`config.mk`:
```
export PLATFORM = sky130hd
export DESIGN_NAME = stack_command_engine_core
export DESIGN_NICKNAME = d
export VERILOG_FILES = /design/src/design/sce_pkg.sv /design/src/design/sce_iter.sv /design/src/design/sce_datapath.sv /design/src/design/sce_ctrl.sv /design/src/design/stack_command_engine_core.sv
export SDC_FILE = /design/constraint.sdc
export NUM_CORES = 2
export LEC_CHECK = 0
export BUFFER_PORTS_ARGS = -buffer_cell sky130_fd_sc_hd__buf_2
export CAP_MARGIN = 5
export CORE_AREA = 2 2 621 623
export DETAILED_ROUTE_END_ITERATION = 7
export DIE_AREA = 0 0 623 625
export PLACE_DENSITY = 0.54
export REMOVE_ABC_BUFFERS = 1
export SLEW_MARGIN = 20
export SYNTH_ARGS = -nofsm -noshare
export SYNTH_HDL_FRONTEND = slang
export SYNTH_SLANG_ARGS = --single-unit
```
`constraint.sdc`:
```
create_clock -name clk -period 9.2 [get_ports clk]
set_input_delay 1.84 -clock clk [delete_from_list [all_inputs] [get_ports clk]]
set_output_delay 1.84 -clock clk [all_outputs]
set_load 0.05 [all_outputs]
```
`src/design/sce_pkg.sv`:
```
`default_nettype none
package sce_pkg;

  localparam int MAX_RESULTS = 64;
  localparam int NW          = $clog2(MAX_RESULTS + 1);

  typedef enum logic [4:0] {
    OP_PUSH      = 5'd0,
    OP_ADD       = 5'd1,
    OP_SUB       = 5'd2,
    OP_MUL       = 5'd3,
    OP_DIV       = 5'd4,
    OP_NEG       = 5'd5,
    OP_DROP      = 5'd6,
    OP_DROPN     = 5'd7,
    OP_PRINTNUM  = 5'd8,
    OP_PRINTCHAR = 5'd9,
    OP_CONDSKIP  = 5'd10,
    OP_EQUAL     = 5'd11,
    OP_NOT       = 5'd12,
    OP_PRINTSTR  = 5'd13,
    OP_RESTART   = 5'd14,
    OP_PRESERVE  = 5'd15,
    OP_SQUARE    = 5'd16,
    OP_DUP       = 5'd17,
    OP_PEEKTOP   = 5'd18,
    OP_PEEKIDX   = 5'd19,
    OP_NEWLINE   = 5'd20,
    OP_TAB       = 5'd21,
    OP_HALVE     = 5'd22,
    OP_DOUBLE    = 5'd23,
    OP_SQRT      = 5'd24,
    OP_INC       = 5'd25,
    OP_DEC       = 5'd26
  } op_t;

  localparam logic [1:0] KIND_NONE = 2'd0;
  localparam logic [1:0] KIND_NUM  = 2'd1;
  localparam logic [1:0] KIND_CHAR = 2'd2;

  localparam logic [2:0] ERR_OK       = 3'd0;
  localparam logic [2:0] ERR_OVERFLOW = 3'd1;
  localparam logic [2:0] ERR_DIVZERO  = 3'd2;
  localparam logic [2:0] ERR_RANGE    = 3'd3;
  localparam logic [2:0] ERR_NEGROOT  = 3'd4;

  localparam logic [7:0] CH_NEWLINE = 8'd10;
  localparam logic [7:0] CH_TAB     = 8'd9;

  typedef enum logic [1:0] {
    IT_MUL,
    IT_DIV,
    IT_SQRT
  } iter_mode_t;

  typedef enum logic [4:0] {
    CMD_NOP,
    CMD_LOAD,
    CMD_RD_TOP,
    CMD_POP_A,
    CMD_TOP_A,
    CMD_POP_B,
    CMD_RESTORE,
    CMD_EXEC,
    CMD_ITER_TAKE,
    CMD_RD_IDX,
    CMD_MEM_RES,
    CMD_PUSH,
    CMD_EMIT,
    CMD_RD_SCAN,
    CMD_SCAN_CHK,
    CMD_STR_FIN,
    CMD_RD_STR,
    CMD_STR_EMIT
  } dp_cmd_t;

  typedef struct packed {
    logic [4:0] op;
    logic       iter_go;
    logic       iter_done;
    logic       peek_ok;
    logic       scan_more;
    logic       scan_nz;
    logic       str_empty;
    logic       str_last;
    logic       out_free;
  } dp_status_t;

  function automatic logic [1:0] op_pops(input logic [4:0] op);
    logic [1:0] n;
    n = 2'd0;
    case (op) inside
      OP_ADD, OP_SUB, OP_MUL, OP_DIV, OP_EQUAL: n = 2'd2;
      OP_NEG, OP_NOT, OP_SQUARE, OP_HALVE, OP_DOUBLE, OP_SQRT, OP_INC, OP_DEC,
      OP_DROP, OP_DROPN, OP_PRINTCHAR, OP_CONDSKIP, OP_PEEKTOP, OP_PEEKIDX: n = 2'd1;
      default: n = 2'd0;
    endcase
    return n;
  endfunction

  function automatic logic op_reads_top(input logic [4:0] op);
    return (op == OP_PRINTNUM) || (op == OP_DUP);
  endfunction

  function automatic logic op_pushes(input logic [4:0] op);
    logic p;
    p = 1'b0;
    case (op) inside
      OP_PUSH, OP_ADD, OP_SUB, OP_MUL, OP_DIV, OP_NEG, OP_EQUAL, OP_NOT, OP_SQUARE,
      OP_DUP, OP_PEEKTOP, OP_PEEKIDX, OP_HALVE, OP_DOUBLE, OP_SQRT, OP_INC,
      OP_DEC: p = 1'b1;
      default: p = 1'b0;
    endcase
    return p;
  endfunction

endpackage
`default_nettype wire

```
`src/design/sce_iter.sv`:
```
`default_nettype none
module sce_iter #(
  parameter int VALUE_WIDTH = 32
) (
  input  wire logic                   clk,
  input  wire logic                   rst_n,
  input  wire logic                   start,
  input  wire sce_pkg::iter_mode_t    mode,
  input  wire logic [VALUE_WIDTH-1:0] opa,
  input  wire logic [VALUE_WIDTH-1:0] opb,
  output logic                        done,
  output logic [VALUE_WIDTH-1:0]      result
);
  import sce_pkg::*;

  localparam int VW = VALUE_WIDTH;
  localparam int SW = VW + (VW % 2);
  localparam int AW = VW + 2;
  localparam int CW = $clog2(VW + 1);

  logic             busy_r;
  logic             done_r;
  iter_mode_t       mode_r;
  logic [CW-1:0]    cnt_r;
  logic [SW-1:0]    x_r;
  logic [VW-1:0]    y_r;
  logic [AW-1:0]    acc_r;
  logic [VW-1:0]    q_r;
  logic             neg_r;

  logic [AW-1:0]    div_sh;
  logic             div_ge;
  logic [AW-1:0]    sq_sh;
  logic [AW-1:0]    sq_trial;
  logic             sq_ge;
  logic [VW-1:0]    mag_a;
  logic [VW-1:0]    mag_b;

  // restoring divide: one quotient bit per cycle; root: one bit pair per cycle
  assign div_sh   = {acc_r[AW-2:0], x_r[VW-1]};
  assign div_ge   = div_sh >= {2'b00, y_r};
  assign sq_sh    = {acc_r[AW-3:0], x_r[SW-1:SW-2]};
  assign sq_trial = {q_r, 2'b01};
  assign sq_ge    = sq_sh >= sq_trial;
  assign mag_a    = opa[VW-1] ? -opa : opa;
  assign mag_b    = opb[VW-1] ? -opb : opb;

  always_ff @(posedge clk) begin
    if (!rst_n) begin
      busy_r <= 1'b0;
      done_r <= 1'b0;
    end else begin
      done_r <= 1'b0;
      if (start) begin
        busy_r <= 1'b1;
        mode_r <= mode;
        acc_r  <= '0;
        q_r    <= '0;
        case (mode)
          IT_MUL: begin
            x_r   <= SW'(opa);
            y_r   <= opb;
            cnt_r <= CW'(VW);
          end
          IT_DIV: begin
            x_r   <= SW'(mag_b);
            y_r   <= mag_a;
            neg_r <= opa[VW-1] ^ opb[VW-1];
            cnt_r <= CW'(VW);
          end
          default: begin
            x_r   <= SW'(opa);
            cnt_r <= CW'(SW / 2);
          end
        endcase
      end else if (busy_r) begin
        case (mode_r)
          IT_MUL: begin
            if (y_r[0]) acc_r <= AW'(acc_r[VW-1:0] + x_r[VW-1:0]);
            x_r <= x_r << 1;
            y_r <= y_r >> 1;
          end
          IT_DIV: begin
            acc_r <= div_ge ? (div_sh - {2'b00, y_r}) : div_sh;
            q_r   <= {q_r[VW-2:0], div_ge};
            x_r   <= x_r << 1;
          end
          default: begin
            acc_r <= sq_ge ? (sq_sh - sq_trial) : sq_sh;
            q_r   <= {q_r[VW-2:0], sq_ge};
            x_r   <= x_r << 2;
          end
        endcase
        cnt_r <= cnt_r - 1'b1;
        if (cnt_r == CW'(1)) begin
          busy_r <= 1'b0;
          done_r <= 1'b1;
        end
      end
    end
  end

  always_comb begin
    case (mode_r)
      IT_MUL:  result = acc_r[VW-1:0];
      IT_DIV:  result = neg_r ? -q_r : q_r;
      default: result = q_r;
    endcase
  end

  assign done = done_r;

endmodule
`default_nettype wire

```
`src/design/sce_datapath.sv`:
```
`default_nettype none
module sce_datapath #(
  parameter int STACK_DEPTH = 64,
  parameter int VALUE_WIDTH = 32
) (
  input  wire logic               clk,
  input  wire logic               rst_n,
  input  wire sce_pkg::dp_cmd_t   cmd,
  input  wire logic [4:0]         in_op,
  input  wire logic signed [31:0] in_push_value,
  input  wire logic               out_ready,
  output sce_pkg::dp_status_t     status,
  output logic                    out_valid,
  output logic [1:0]              out_kind,
  output logic signed [31:0]      out_value,
  output logic                    out_last,
  output logic                    out_skip_next,
  output logic                    out_restart_flag,
  output logic [2:0]              out_error_code,
  output logic [6:0]              out_stack_depth
);
  import sce_pkg::*;

  localparam int VW   = VALUE_WIDTH;
  localparam int ADW  = $clog2(STACK_DEPTH);
  localparam int CNTW = $clog2(STACK_DEPTH + 1);
  localparam int MW   = ((VW > CNTW) ? VW : CNTW) + 1;

  logic [VW-1:0]   mem [STACK_DEPTH];
  logic [VW-1:0]   rdata_r;

  logic [CNTW-1:0] count_r;
  logic [CNTW-1:0] saved_r;
  logic [1:0]      keep_cnt_r;
  logic            keep_r;
  logic [4:0]      op_r;
  logic [VW-1:0]   pv_r;
  logic [VW-1:0]   a_r;
  logic [VW-1:0]   b_r;
  logic [VW-1:0]   res_r;
  logic [2:0]      err_r;
  logic            skip_r;
  logic            restart_r;
  logic [NW-1:0]   n_r;
  logic [NW-1:0]   e_r;

  logic            out_valid_r;
  logic [1:0]      out_kind_r;
  logic [31:0]     out_value_r;
  logic            out_last_r;
  logic            out_skip_r;
  logic            out_restart_r;
  logic [2:0]      out_err_r;
  logic [6:0]      out_depth_r;

  logic [1:0]      kc_dec;
  logic            full;
  logic            peek_ok;
  logic [CNTW-1:0] peek_idx;
  logic [CNTW-1:0] rd_ptr;
  logic            rd_en;
  logic            iter_go;
  logic            iter_done;
  logic [VW-1:0]   iter_res;
  iter_mode_t      iter_mode;
  logic [VW-1:0]   iter_b;
  logic signed [VW-1:0] half_s;
  logic signed [63:0]   a_wide;
  logic            str_term;
  logic            out_free;

  assign kc_dec   = (keep_cnt_r == 2'd0) ? 2'd0 : keep_cnt_r - 2'd1;
  assign full     = (count_r == CNTW'(STACK_DEPTH));
  assign peek_ok  = !a_r[VW-1] && (MW'(a_r) < MW'(count_r));
  assign peek_idx = (op_r == OP_PEEKTOP) ? (count_r - 1'b1 - CNTW'(a_r)) : CNTW'(a_r);
  assign half_s   = $signed(a_r + {{(VW-1){1'b0}}, a_r[VW-1]});
  assign a_wide   = 64'($signed(a_r));
  assign str_term = (n_r < NW'(MAX_RESULTS)) && (32'(count_r) > 32'(n_r));
  assign out_free = !out_valid_r || out_ready;

  always_comb begin
    case (op_r) inside
      OP_MUL, OP_SQUARE: iter_mode = IT_MUL;
      OP_DIV:            iter_mode = IT_DIV;
      default:           iter_mode = IT_SQRT;
    endcase
    case (op_r) inside
      OP_MUL, OP_SQUARE: iter_go = 1'b1;
      OP_DIV:            iter_go = (a_r != '0);
      OP_SQRT:           iter_go = !a_r[VW-1];
      default:           iter_go = 1'b0;
    endcase
    iter_b = (op_r == OP_SQUARE) ? a_r : b_r;
  end

  sce_iter #(
    .VALUE_WIDTH(VW)
  ) u_iter (
    .clk    (clk),
    .rst_n  (rst_n),
    .start  ((cmd == CMD_EXEC) && iter_go),
    .mode   (iter_mode),
    .opa    (a_r),
    .opb    (iter_b),
    .done   (iter_done),
    .result (iter_res)
  );

  always_comb begin
    rd_en  = 1'b1;
    rd_ptr = count_r - 1'b1;
    case (cmd)
      CMD_RD_TOP:  rd_ptr = count_r - 1'b1;
      CMD_RD_IDX:  rd_ptr = peek_idx;
      CMD_RD_SCAN: rd_ptr = count_r - 1'b1 - CNTW'(n_r);
      CMD_RD_STR:  rd_ptr = saved_r - 1'b1 - CNTW'(e_r);
      default:     rd_en  = 1'b0;
    endcase
  end

  always_ff @(posedge clk) begin
    if ((cmd == CMD_PUSH) && !full) mem[count_r[ADW-1:0]] <= res_r;
    if (rd_en) rdata_r <= mem[rd_ptr[ADW-1:0]];
  end

  always_ff @(posedge clk) begin
    if (!rst_n) begin
      count_r     <= '0;
      keep_cnt_r  <= 2'd0;
      keep_r      <= 1'b0;
      out_valid_r <= 1'b0;
    end else begin
      if (out_ready && (cmd != CMD_EMIT) && (cmd != CMD_STR_EMIT)) out_valid_r <= 1'b0;
      case (cmd)
        CMD_LOAD: begin
          op_r       <= in_op;
          pv_r       <= VW'(in_push_value);
          saved_r    <= count_r;
          keep_cnt_r <= kc_dec;
          keep_r     <= (kc_dec != 2'd0);
          err_r      <= ERR_OK;
          skip_r     <= 1'b0;
          restart_r  <= 1'b0;
          n_r        <= '0;
          e_r        <= '0;
        end
        CMD_POP_A: begin
          a_r <= (count_r != '0) ? rdata_r : '0;
          if (count_r != '0) count_r <= count_r - 1'b1;
        end
        CMD_TOP_A: a_r <= (count_r != '0) ? rdata_r : '0;
        CMD_POP_B: begin
          b_r <= (count_r != '0) ? rdata_r : '0;
          if (count_r != '0) count_r <= count_r - 1'b1;
        end
        CMD_RESTORE: if (keep_r) count_r <= saved_r;
        CMD_EXEC: begin
          case (op_r)
            OP_PUSH:     res_r <= pv_r;
            OP_ADD:      res_r <= b_r + a_r;
            OP_SUB:      res_r <= b_r - a_r;
            OP_DIV: begin
              res_r <= '0;
              if (a_r == '0) err_r <= ERR_DIVZERO;
            end
            OP_NEG:      res_r <= '0 - a_r;
            OP_EQUAL:    res_r <= VW'(a_r == b_r);
            OP_NOT:      res_r <= VW'(a_r == '0);
            OP_HALVE:    res_r <= half_s >>> 1;
            OP_DOUBLE:   res_r <= a_r << 1;
            OP_SQRT: begin
              res_r <= '0;
              if (a_r[VW-1]) err_r <= ERR_NEGROOT;
            end
            OP_INC:      res_r <= a_r + 1'b1;
            OP_DEC:      res_r <= a_r - 1'b1;
            OP_DUP:      res_r <= a_r;
            OP_CONDSKIP: skip_r <= (a_r != '0);
            OP_RESTART:  restart_r <= 1'b1;
            OP_PRESERVE: keep_cnt_r <= 2'd2;
            OP_DROPN: begin
              if (!a_r[VW-1] && (a_r != '0)) begin
                count_r <= (MW'(a_r) >= MW'(count_r)) ? '0 : count_r - CNTW'(a_r);
              end
            end
            OP_PEEKTOP, OP_PEEKIDX: begin
              res_r <= '0;
              if (!peek_ok) err_r <= ERR_RANGE;
            end
            default: res_r <= '0;
          endcase
        end
        CMD_ITER_TAKE: res_r <= iter_res;
        CMD_MEM_RES:   res_r <= rdata_r;
        CMD_PUSH: begin
          if (full) begin
            if (err_r == ERR_OK) err_r <= ERR_OVERFLOW;
          end else begin
            count_r <= count_r + 1'b1;
          end
        end
        CMD_SCAN_CHK: if (rdata_r != '0) n_r <= n_r + 1'b1;
        CMD_STR_FIN: begin
          if (!keep_r) count_r <= count_r - CNTW'(n_r) - CNTW'(str_term);
        end
        CMD_EMIT: begin
          out_valid_r   <= 1'b1;
          out_last_r    <= 1'b1;
          out_skip_r    <= skip_r;
          out_restart_r <= restart_r;
          out_err_r     <= err_r;
          out_depth_r   <= 7'(count_r);
          case (op_r)
            OP_PRINTNUM: begin
              out_kind_r  <= KIND_NUM;
              out_value_r <= a_wide[31:0];
            end
            OP_PRINTCHAR: begin
              out_kind_r  <= KIND_CHAR;
              out_value_r <= {24'd0, a_r[7:0]};
            end
            OP_NEWLINE: begin
              out_kind_r  <= KIND_CHAR;
              out_value_r <= {24'd0, CH_NEWLINE};
            end
            OP_TAB: begin
              out_kind_r  <= KIND_CHAR;
              out_value_r <= {24'd0, CH_TAB};
            end
            default: begin
              out_kind_r  <= KIND_NONE;
              out_value_r <= '0;
            end
          endcase
        end
        CMD_STR_EMIT: begin
          out_valid_r   <= 1'b1;
          out_kind_r    <= KIND_CHAR;
          out_value_r   <= {24'd0, rdata_r[7:0]};
          out_last_r    <= (e_r == n_r - 1'b1);
          out_skip_r    <= skip_r;
          out_restart_r <= restart_r;
          out_err_r     <= err_r;
          out_depth_r   <= 7'(count_r);
          e_r           <= e_r + 1'b1;
        end
        default: ;
      endcase
    end
  end

  always_comb begin
    status.op        = op_r;
    status.iter_go   = iter_go;
    status.iter_done = iter_done;
    status.peek_ok   = peek_ok;
    status.scan_more = (32'(n_r) < 32'(count_r)) && (n_r < NW'(MAX_RESULTS));
    status.scan_nz   = (rdata_r != '0);
    status.str_empty = (n_r == '0);
    status.str_last  = (e_r == n_r - 1'b1);
    status.out_free  = out_free;
  end

  assign out_valid        = out_valid_r;
  assign out_kind         = out_kind_r;
  assign out_value        = out_value_r;
  assign out_last         = out_last_r;
  assign out_skip_next    = out_skip_r;
  assign out_restart_flag = out_restart_r;
  assign out_error_code   = out_err_r;
  assign out_stack_depth  = out_depth_r;

  a_count_bound: assert property (@(posedge clk) disable iff (!rst_n)
    count_r <= CNTW'(STACK_DEPTH))
    else $error("stack count above depth");

  a_push_grows: assert property (@(posedge clk) disable iff (!rst_n)
    (cmd == CMD_PUSH) && !full |=> count_r == $past(count_r) + 1'b1)
    else $error("push with room did not grow the stack");

  a_no_overwrite: assert property (@(posedge clk) disable iff (!rst_n)
    (cmd == CMD_EMIT) || (cmd == CMD_STR_EMIT) |-> out_free)
    else $error("result register overwritten before transfer");

endmodule
`default_nettype wire

```
`src/design/sce_ctrl.sv`:
```
`default_nettype none
module sce_ctrl (
  input  wire logic                clk,
  input  wire logic                rst_n,
  input  wire logic                in_valid,
  output logic                     in_ready,
  input  wire sce_pkg::dp_status_t status,
  output sce_pkg::dp_cmd_t         cmd
);
  import sce_pkg::*;

  typedef enum logic [4:0] {
    S_IDLE,
    S_DEC,
    S_POPA,
    S_RDB,
    S_POPB,
    S_RESTORE,
    S_EXEC,
    S_WAIT,
    S_RDIDX,
    S_TAKEIDX,
    S_PUSH,
    S_EMIT,
    S_SCAN_RD,
    S_SCAN_CHK,
    S_STR_FIN,
    S_STR_RD,
    S_STR_OUT
  } state_t;

  state_t state_r;
  state_t state_nxt;

  assign in_ready = (state_r == S_IDLE);

  always_comb begin
    state_nxt = state_r;
    cmd       = CMD_NOP;
    unique case (state_r)
      S_IDLE: begin
        if (in_valid) begin
          cmd       = CMD_LOAD;
          state_nxt = S_DEC;
        end
      end
      S_DEC: begin
        if (status.op == OP_PRINTSTR) begin
          state_nxt = S_SCAN_RD;
        end else if ((op_pops(status.op) != 2'd0) || op_reads_top(status.op)) begin
          cmd       = CMD_RD_TOP;
          state_nxt = S_POPA;
        end else begin
          state_nxt = S_EXEC;
        end
      end
      S_POPA: begin
        if (op_reads_top(status.op)) begin
          cmd       = CMD_TOP_A;
          state_nxt = S_EXEC;
        end else begin
          cmd       = CMD_POP_A;
          state_nxt = (op_pops(status.op) == 2'd2) ? S_RDB : S_RESTORE;
        end
      end
      S_RDB: begin
        cmd       = CMD_RD_TOP;
        state_nxt = S_POPB;
      end
      S_POPB: begin
        cmd       = CMD_POP_B;
        state_nxt = S_RESTORE;
      end
      S_RESTORE: begin
        cmd       = CMD_RESTORE;
        state_nxt = S_EXEC;
      end
      S_EXEC: begin
        cmd = CMD_EXEC;
        if (status.iter_go) begin
          state_nxt = S_WAIT;
        end else if (((status.op == OP_PEEKTOP) || (status.op == OP_PEEKIDX))
                     && status.peek_ok) begin
          state_nxt = S_RDIDX;
        end else if (op_pushes(status.op)) begin
          state_nxt = S_PUSH;
        end else begin
          state_nxt = S_EMIT;
        end
      end
      S_WAIT: begin
        if (status.iter_done) begin
          cmd       = CMD_ITER_TAKE;
          state_nxt = S_PUSH;
        end
      end
      S_RDIDX: begin
        cmd       = CMD_RD_IDX;
        state_nxt = S_TAKEIDX;
      end
      S_TAKEIDX: begin
        cmd       = CMD_MEM_RES;
        state_nxt = S_PUSH;
      end
      S_PUSH: begin
        cmd       = CMD_PUSH;
        state_nxt = S_EMIT;
      end
      S_EMIT: begin
        if (status.out_free) begin
          cmd       = CMD_EMIT;
          state_nxt = S_IDLE;
        end
      end
      // string print: count the chars first so every transfer carries the final depth
      S_SCAN_RD: begin
        if (status.scan_more) begin
          cmd       = CMD_RD_SCAN;
          state_nxt = S_SCAN_CHK;
        end else begin
          state_nxt = S_STR_FIN;
        end
      end
      S_SCAN_CHK: begin
        cmd       = CMD_SCAN_CHK;
        state_nxt = status.scan_nz ? S_SCAN_RD : S_STR_FIN;
      end
      S_STR_FIN: begin
        cmd       = CMD_STR_FIN;
        state_nxt = status.str_empty ? S_EMIT : S_STR_RD;
      end
      S_STR_RD: begin
        cmd       = CMD_RD_STR;
        state_nxt = S_STR_OUT;
      end
      S_STR_OUT: begin
        if (status.out_free) begin
          cmd       = CMD_STR_EMIT;
          state_nxt = status.str_last ? S_IDLE : S_STR_RD;
        end
      end
      default: state_nxt = S_IDLE;
    endcase
  end

  always_ff @(posedge clk) begin
    if (!rst_n) begin
      state_r <= S_IDLE;
    end else begin
      state_r <= state_nxt;
    end
  end

endmodule
`default_nettype wire

```
`src/design/stack_command_engine_core.sv`:
```
`default_nettype none
// Stack command engine: runs one stack-machine command per input transfer on an
// operand stack of STACK_DEPTH signed VALUE_WIDTH-bit entries and returns one or
// more result transfers per command (out_last marks the final one). Commands run
// one at a time; in_ready is high only between commands, while a finished result
// may still sit in the output register. Push, drop, dup and simple arithmetic
// need no iterative unit; multiply, square, divide and square root go through
// a shared iterative unit that settles one bit (one bit pair for root) per
// cycle. A string print scans the stack first and then reads it again, each
// emitted char waiting until the output register is free. The stack sits in
// a single-port style memory with a registered read, one access per cycle, so
// every pop is preceded by a read of the top entry. No clearing pass is needed.
module stack_command_engine_core #(
  parameter int STACK_DEPTH = 64,
  parameter int VALUE_WIDTH = 32
) (
  input  wire logic               clk,
  input  wire logic               rst_n,
  input  wire logic               in_valid,
  output logic                    in_ready,
  input  wire logic [4:0]         in_op,
  input  wire logic signed [31:0] in_push_value,
  output logic                    out_valid,
  input  wire logic               out_ready,
  output logic [1:0]              out_kind,
  output logic signed [31:0]      out_value,
  output logic                    out_last,
  output logic                    out_skip_next,
  output logic                    out_restart_flag,
  output logic [2:0]              out_error_code,
  output logic [6:0]              out_stack_depth
);
  import sce_pkg::*;

  dp_cmd_t    cmd;
  dp_status_t status;

  sce_ctrl u_ctrl (
    .clk      (clk),
    .rst_n    (rst_n),
    .in_valid (in_valid),
    .in_ready (in_ready),
    .status   (status),
    .cmd      (cmd)
  );

  sce_datapath #(
    .STACK_DEPTH(STACK_DEPTH),
    .VALUE_WIDTH(VALUE_WIDTH)
  ) u_datapath (
    .clk              (clk),
    .rst_n            (rst_n),
    .cmd              (cmd),
    .in_op            (in_op),
    .in_push_value    (in_push_value),
    .out_ready        (out_ready),
    .status           (status),
    .out_valid        (out_valid),
    .out_kind         (out_kind),
    .out_value        (out_value),
    .out_last         (out_last),
    .out_skip_next    (out_skip_next),
    .out_restart_flag (out_restart_flag),
    .out_error_code   (out_error_code),
    .out_stack_depth  (out_stack_depth)
  );

endmodule
`default_nettype wire
```
# Word level (Yosys, flattened, before mapping)
# Memories as Yosys holds them, arrays and structs flattened. A register that Yosys moved wholly into a read port is not among the register bits.
# Cells that the tools add are included.
dict set report word_totals {
  reg_bits 362
  latchBits 0
  ram_bits 2048
  romBits 0
  output_inout_bits 49
  elab_cells 341
  memories 1
}
dict set report op_classes {
  n_addsub 26
  n_mul 0
  div_mod_pow 0
  n_lt_le_gt_ge 7
  eq_ne 92
  shifts 0
  muxes 107
  bitwise 3
  n_reduce_logical 73
}
# memory depth width rd rd_ports_with_merged_regs wr line_no
set mem_list {}
lappend mem_list {u_datapath.mem 64 32 1 1 1 sce_datapath.sv:29} ;# logic [VW-1:0] mem [STACK_DEPTH];
# operator count
set ops {}
lappend ops {{$mux 32} 13}
lappend ops {{$pmux 32 s12} 1}
lappend ops {{$pmux 32 s2} 4}
lappend ops {{$pmux 5 s17} 2}
lappend ops {{$mux 33} 4}
lappend ops {{$pmux 32 s4} 1}
lappend ops {{$eq 5x4->1 const B} 24}
lappend ops {{$neg 32->32} 3}
lappend ops {{$pmux 32 s3} 1}
lappend ops {{$eq 5x5->1 const B} 14}
lappend ops {{$pmux 33 s2} 1}
lappend ops {{$reduce_bool 32->1} 2}
lappend ops {{$eq 5x3->1 const B} 12}
lappend ops {{$mux 7} 8}
lappend ops {{$mux 5} 8}
lappend ops {{$pmux 7 s5} 1}
lappend ops {{$ge 34x32->1} 1}
lappend ops {{$ge 34x34->1} 1}
lappend ops {{$add 32x32->33} 1}
lappend ops {{$sub 33x32->33} 1}
lappend ops {{$sub 33x33->33} 1}
lappend ops {{$add 32x1->32} 1}
lappend ops {{$add 32x1->32 const B} 1}
lappend ops {{$add 32x32->32} 1}
lappend ops {{other kinds (66)} 201}

# Depth between registers and ports, before layout
dict set report depth {
  ltp_word 16
  depth_mapped 20
  ltp_nobuf 19
}

# Modules after synthesis
# From an unflattened synthesis, not the netlist that was laid out.
dict set report unflattened {
  hier_cells 10003
  hier_area_um2 115196.7
}
# mod n_inst cells_each area_each_um2 seq_area_each_um2
set by_module_without_submodules {}
lappend by_module_without_submodules {sce_datapath 1 8056 99464.1 68866.0}
lappend by_module_without_submodules {sce_iter 1 1789 14710.4 4184.0}
lappend by_module_without_submodules {sce_ctrl 1 158 1022.2 100.1}

# Least setup slack after synthesis
# Ideal clock, no wire load.
dict set report synth_timing {
  kind {input -> register}
  from {in rst_n}
  to {reg u_datapath.out_err_r[0], in the netlist u_datapath.out_error_code[0] (enable)}
  setup_ps 568
  arrival_time_ps 6934
  required_time_ps 8632
  path_slack_ps 1698
  path_stages 4
  path_buffers 2
  path_cell_list {clkbuf_1 inv_1 clkbuf_1 nor4_1}
}
dict set report synth_via {
  elab_chain_len 1
}
# element line_no
set synth_rtl {}
lappend synth_rtl {{start: declaration} stack_command_engine_core.sv:18} ;# input wire logic rst_n,
lappend synth_rtl {{$reduce_and 2->1 (no line)} --}
lappend synth_rtl {{end signal: assignment} sce_datapath.sv:211} ;# out_err_r <= err_r;
lappend synth_rtl {{end signal: assignment} sce_datapath.sv:243} ;# out_err_r <= err_r;
lappend synth_rtl {{end: declaration} sce_datapath.sv:53} ;# logic [2:0] out_err_r;
# No other way between the ends.
# A chain may end at the register's enable or synchronous reset.

# Worst setup path after layout
dict set report layout_timing {
  from {reg u_datapath.a_r[1]}
  to {reg u_datapath.rdata_r[25], read port of u_datapath.mem, data pin}
}
dict set report layout_via {
  elab_chain_len 3
}
# element line_no
set layout_rtl {}
lappend layout_rtl {{start: declaration} sce_datapath.sv:38} ;# logic [VW-1:0] a_r;
lappend layout_rtl {{start signal: assignment} sce_datapath.sv:148} ;# a_r <= (count_r != '0) ? rdata_r : '0;
lappend layout_rtl {{start signal: assignment} sce_datapath.sv:151} ;# CMD_TOP_A: a_r <= (count_r != '0) ? rdata_r : '0;
lappend layout_rtl {{$sub 6x6->6} sce_datapath.sv:75} ;# assign peek_idx = (op_r == OP_PEEKTOP) ? (count_r - 1'b1 - CNTW'(a_r)) : CNTW'(a_r);
lappend layout_rtl {{$mux 6 (*)} sce_datapath.sv:75}
lappend layout_rtl {{$pmux 6 s3 (*)} sce_datapath.sv:112} ;# case (cmd)
lappend layout_rtl {{end: declaration} sce_datapath.sv:30} ;# logic [VW-1:0] rdata_r;
# Mark *: on every way between the ends. The rest lies on a longest branch, timed or not.

==> impl_metrics.csv <==
group,metric,value,unit
power_and_ir_drop,power.internal,23090,uW
cts,holdBufCountCts,0,
worst_setup_path,critical_path.top_delay_family,"buffers and inverters",
cts,cts_setup_buffers,0,
synthesis,ys_types,96,
finish,drive_gt1_frac,0.08737,
power_and_ir_drop,switchingPower,18330,uW
cts,cts_buffers,267,
sta,setup_viol,0,
power_and_ir_drop,p_sw_frac,0.4425,
sta,finalClockSkew,0.06924,ns
power_and_ir_drop,power_leakage,0.04360,uW
power_and_ir_drop,p_comb_frac,0.421,
sta,fmax,0.1509,GHz
floorplan,die_w,623,um
synthesis,syn_area_per_cell,11.48,um^2
global_routing,grt_pass1_wl,621.3,mm
finish,stdcell_count,15236,
global_routing,antenna_found_initial,49,
cts,clock_path_buffers,4,
worst_setup_path,path_cells,"inv_1, fa_1, nor3b_1, nand4_1, nand3_1, o21ai_4, buf_4, and2_4, buf_12, buf_4, nand2_1, a311oi_1, a31oi_1, nand4_1, and4_1",
finish,area_delta_synth_final,13.69,%
synthesis,synth_cells,9976,
placed_design,port_buffers,89,
sta,final.min_clock_period,6.628,ns
worst_setup_path,crit_fanout,192,
global_routing,grt_start_max_net_pins,193,
worst_setup_path,worst_setup_path_end_kind,"flip-flop",
sta,finalHoldViolations,0,
synthesis,async_flop_share,0,
hold_path,hp-class,"reg -> reg",
worst_setup_path,cp_slowest_cell,"o21ai_4",
sta,worst_pin_slew,1.224,ns
run_status,status,"complete, but fails checks",
cts,clock_latency,0.88,ns
drt,drtAntennaViolNets,0,
synthesis,synth_edf_count,2424,
worst_setup_path,critPathLaunchType,"flip-flop",
worst_setup_path,path_class,"reg -> reg",
synthesis,ys_seq_area_frac,0.6389,
sta,fin_ws,2.572,ns
placed_design,hpwl,274.5,mm
sta,fin_crit_sh,0.7204,
drt,remaining_drc_errors,12,
drt,drt-total-wl,442.7,mm
cts,numClockSinks,2442,
sta,slew_headroom,0.1837,
drt,dr.pass1.iters,8,
power_and_ir_drop,power_frac_seq,0.320,
floorplan,start_util,0.2984,
global_routing,overflow,0,
floorplan,rows,228,
sta,hold_slack,0.4659,ns
power_and_ir_drop,power.density,318.2,nW/um^2
worst_setup_path,cp.buffers_inverters,4,
placed_design,dpl_worst_slack,2.638,ns
drt,num_vias,86766,
finish,final_cell_area,130200,um^2
floorplan,core_region_area,383700,um^2
floorplan,io_pins,90,
run_status,violations,"design-rule violations",
cts,ctsHtreeMaxLevel,5,
placed_design,post_dp_cell_area,121600,um^2
finish,regArea,73150,um^2
sta,finalSetupTns,0,ns
synthesis,ys_ff_latch,2442,
finish,nFillCells,37806,
synthesis,ys.flop_type,"edfxtp_1",
drt,wl_per_cell,29.06,um
worst_setup_path,slowest_delay,0.71,ns
finish,nNetsFinal,10204,
sta,rsz0062_at_grt,"false",
placed_design,routabilityCongestion,0.9501,
global_routing,grt_pass1_vias,81104,
placed_design,placed_cells,14724,
worst_setup_path,required,9.93,ns
power_and_ir_drop,clockPowerShare,0.258,
cts,tritoncts,"built",
floorplan,die_area,389400,um^2
floorplan,die_h,625,um
cts,cts_root_buffer,"clkbuf_16",
sta,final_max_slew_viol_count,0,
cts,post_cts_resized,0,
power_and_ir_drop,ir_drop,0.0006298,V
finish,multi_input_area,38680,um^2
finish,largest_reg_flops,2048,
flow_run,max_cap_viol_count,0,
global_routing,grtUsageTotal,0.2192,
cts,path_clk_slew,0.06,ns
synthesis,synth_area,114500,um^2
synthesis,yosysWarnings,0,
worst_setup_path,arrival,7.36,ns
drt,drt_iter0_markers,12054,
drt,drt-vias-per-instance,5.695,
[power groups by stage]
stage	Combinational (uW)	Sequential, uW	Clock (uW)
2_1_floorplan	10200	13000	0
3_3_place_gp	17100	13500	0
3_5_place_dp	17200	13400	0
4_1_cts	17200	13200	10800
5_1_grt	18300	13200	11200
6_report	17500	13300	10700
[worst register-to-register path, cell delays in order (launching register included)]
cell	delay [ns]
edfxtp_1	0.70
inv_1	0.34
fa_1	0.60
nor3b_1	0.17
nand4_1	0.12
nand3_1	0.31
o21ai_4	0.71
buf_4	0.59
and2_4	0.47
buf_12	0.52
buf_4	1.04
nand2_1	0.14
a311oi_1	0.29
a31oi_1	0.08
nand4_1	0.23
and4_1	0.22
[Yosys cell counts, types with 67 or more instances]
| library cell | instances | area (um^2) |
|---|---|---|
| xnor2_1 | 171 | 1498 |
| nor4_1 | 67 | 419.2 |
| nor2_1 | 428 | 1607 |
| nand3_1 | 840 | 4204 |
| a211oi_1 | 222 | 1667 |
| nor3_1 | 110 | 550.5 |
| inv_1 | 189 | 709.4 |
| mux2i_1 | 109 | 1091 |
| buf_2 | 165 | 825.8 |
| ha_1 | 219 | 2740 |
| nand2_1 | 2009 | 7541 |
| and3_1 | 188 | 1176 |
| a21oi_1 | 490 | 2452 |
| edfxtp_1 | 2424 | 72790 |
| nand4_1 | 163 | 1020 |
| xor2_1 | 67 | 586.8 |
| clkbuf_1 | 416 | 1562 |
| a311oi_1 | 73 | 639.4 |
| buf_1 | 88 | 330.3 |
| o21ai_0 | 340 | 1702 |
| a21o_1 | 73 | 548.0 |
| a32oi_1 | 87 | 762.0 |
| a31oi_1 | 196 | 1226 |
[through the flow]
step,power [uW],utilization
floorplan,23270,-
global placement,30550,0.3168
detailed placement,30620,0.3170
CTS,41250,0.3389
global route,42790,0.3392
finish,41420,0.3393
[cells in the final DEF, fill, tap and decap left out, types with 67 or more instances in the layout]
cell       instances
edfxtp_1        2424
nand2_1         2005
nand3_1          838
a21oi_1          486
nor2_1           351
o21ai_0          340
clkbuf_16        270
buf_4            249
a211oi_1         221
ha_1             219
a31oi_1          195
inv_1            189
and3_1           188
xnor2_1          171
nand4_1          163
mux2i_1          108
nor3_1           103
buf_2             89
a32oi_1           87
a21o_1            73
a311oi_1          73
nor2_4            71
xor2_1            67
[final cells by class]
type	count	share of cell area
Multi-Input combinational cell	6666	0.2971
Inverter	198	0.005709
Clock inverter	143	0.01115
Antenna cell	47	0.0009035
Sequential cell	2442	0.5619
Clock buffer	321	0.05345
Tap cell	5060	0.04864
Timing Repair Buffer	359	0.02107
[worst paths after layout]
kind	start	endpoint	slack, ns	cells after the start
hold / removal	u_datapath.restart_r$_DFFE_PP_	u_datapath.out_restart_flag$_DFFE_PP_	0.47	0
setup reg to reg	u_datapath.a_r[1]$_DFFE_PP_	u_datapath.rdata_r[25]$_DFFE_PP_	2.57	15
setup / recovery	u_datapath.a_r[1]$_DFFE_PP_	u_datapath.rdata_r[25]$_DFFE_PP_	2.57	15
hold reg to reg	u_datapath.restart_r$_DFFE_PP_	u_datapath.out_restart_flag$_DFFE_PP_	0.47	0
[cell families after synthesis]
| family | share of synthesized area |
|---|---|
| AO/OA/AOI/OAI | 0.1144 |
| XOR/XNOR | 0.01821 |
| adder cells (fa/ha/maj) | 0.02568 |
| buffers and inverters | 0.03029 |
| flip-flops | 0.6389 |
| multiplexers | 0.01071 |
| AND/OR/NAND/NOR | 0.1618 |
[per-layer routing]
layer	wire length (um)	up-vias	track usage
met3	41760	865	0.03966
li1	-	37411	-
met2	199000	4674	0.3419
met4	22650	22	0.09904
met5	155	-	0
met1	179100	43794	0.2967
(Power assumes the default switching activity.)
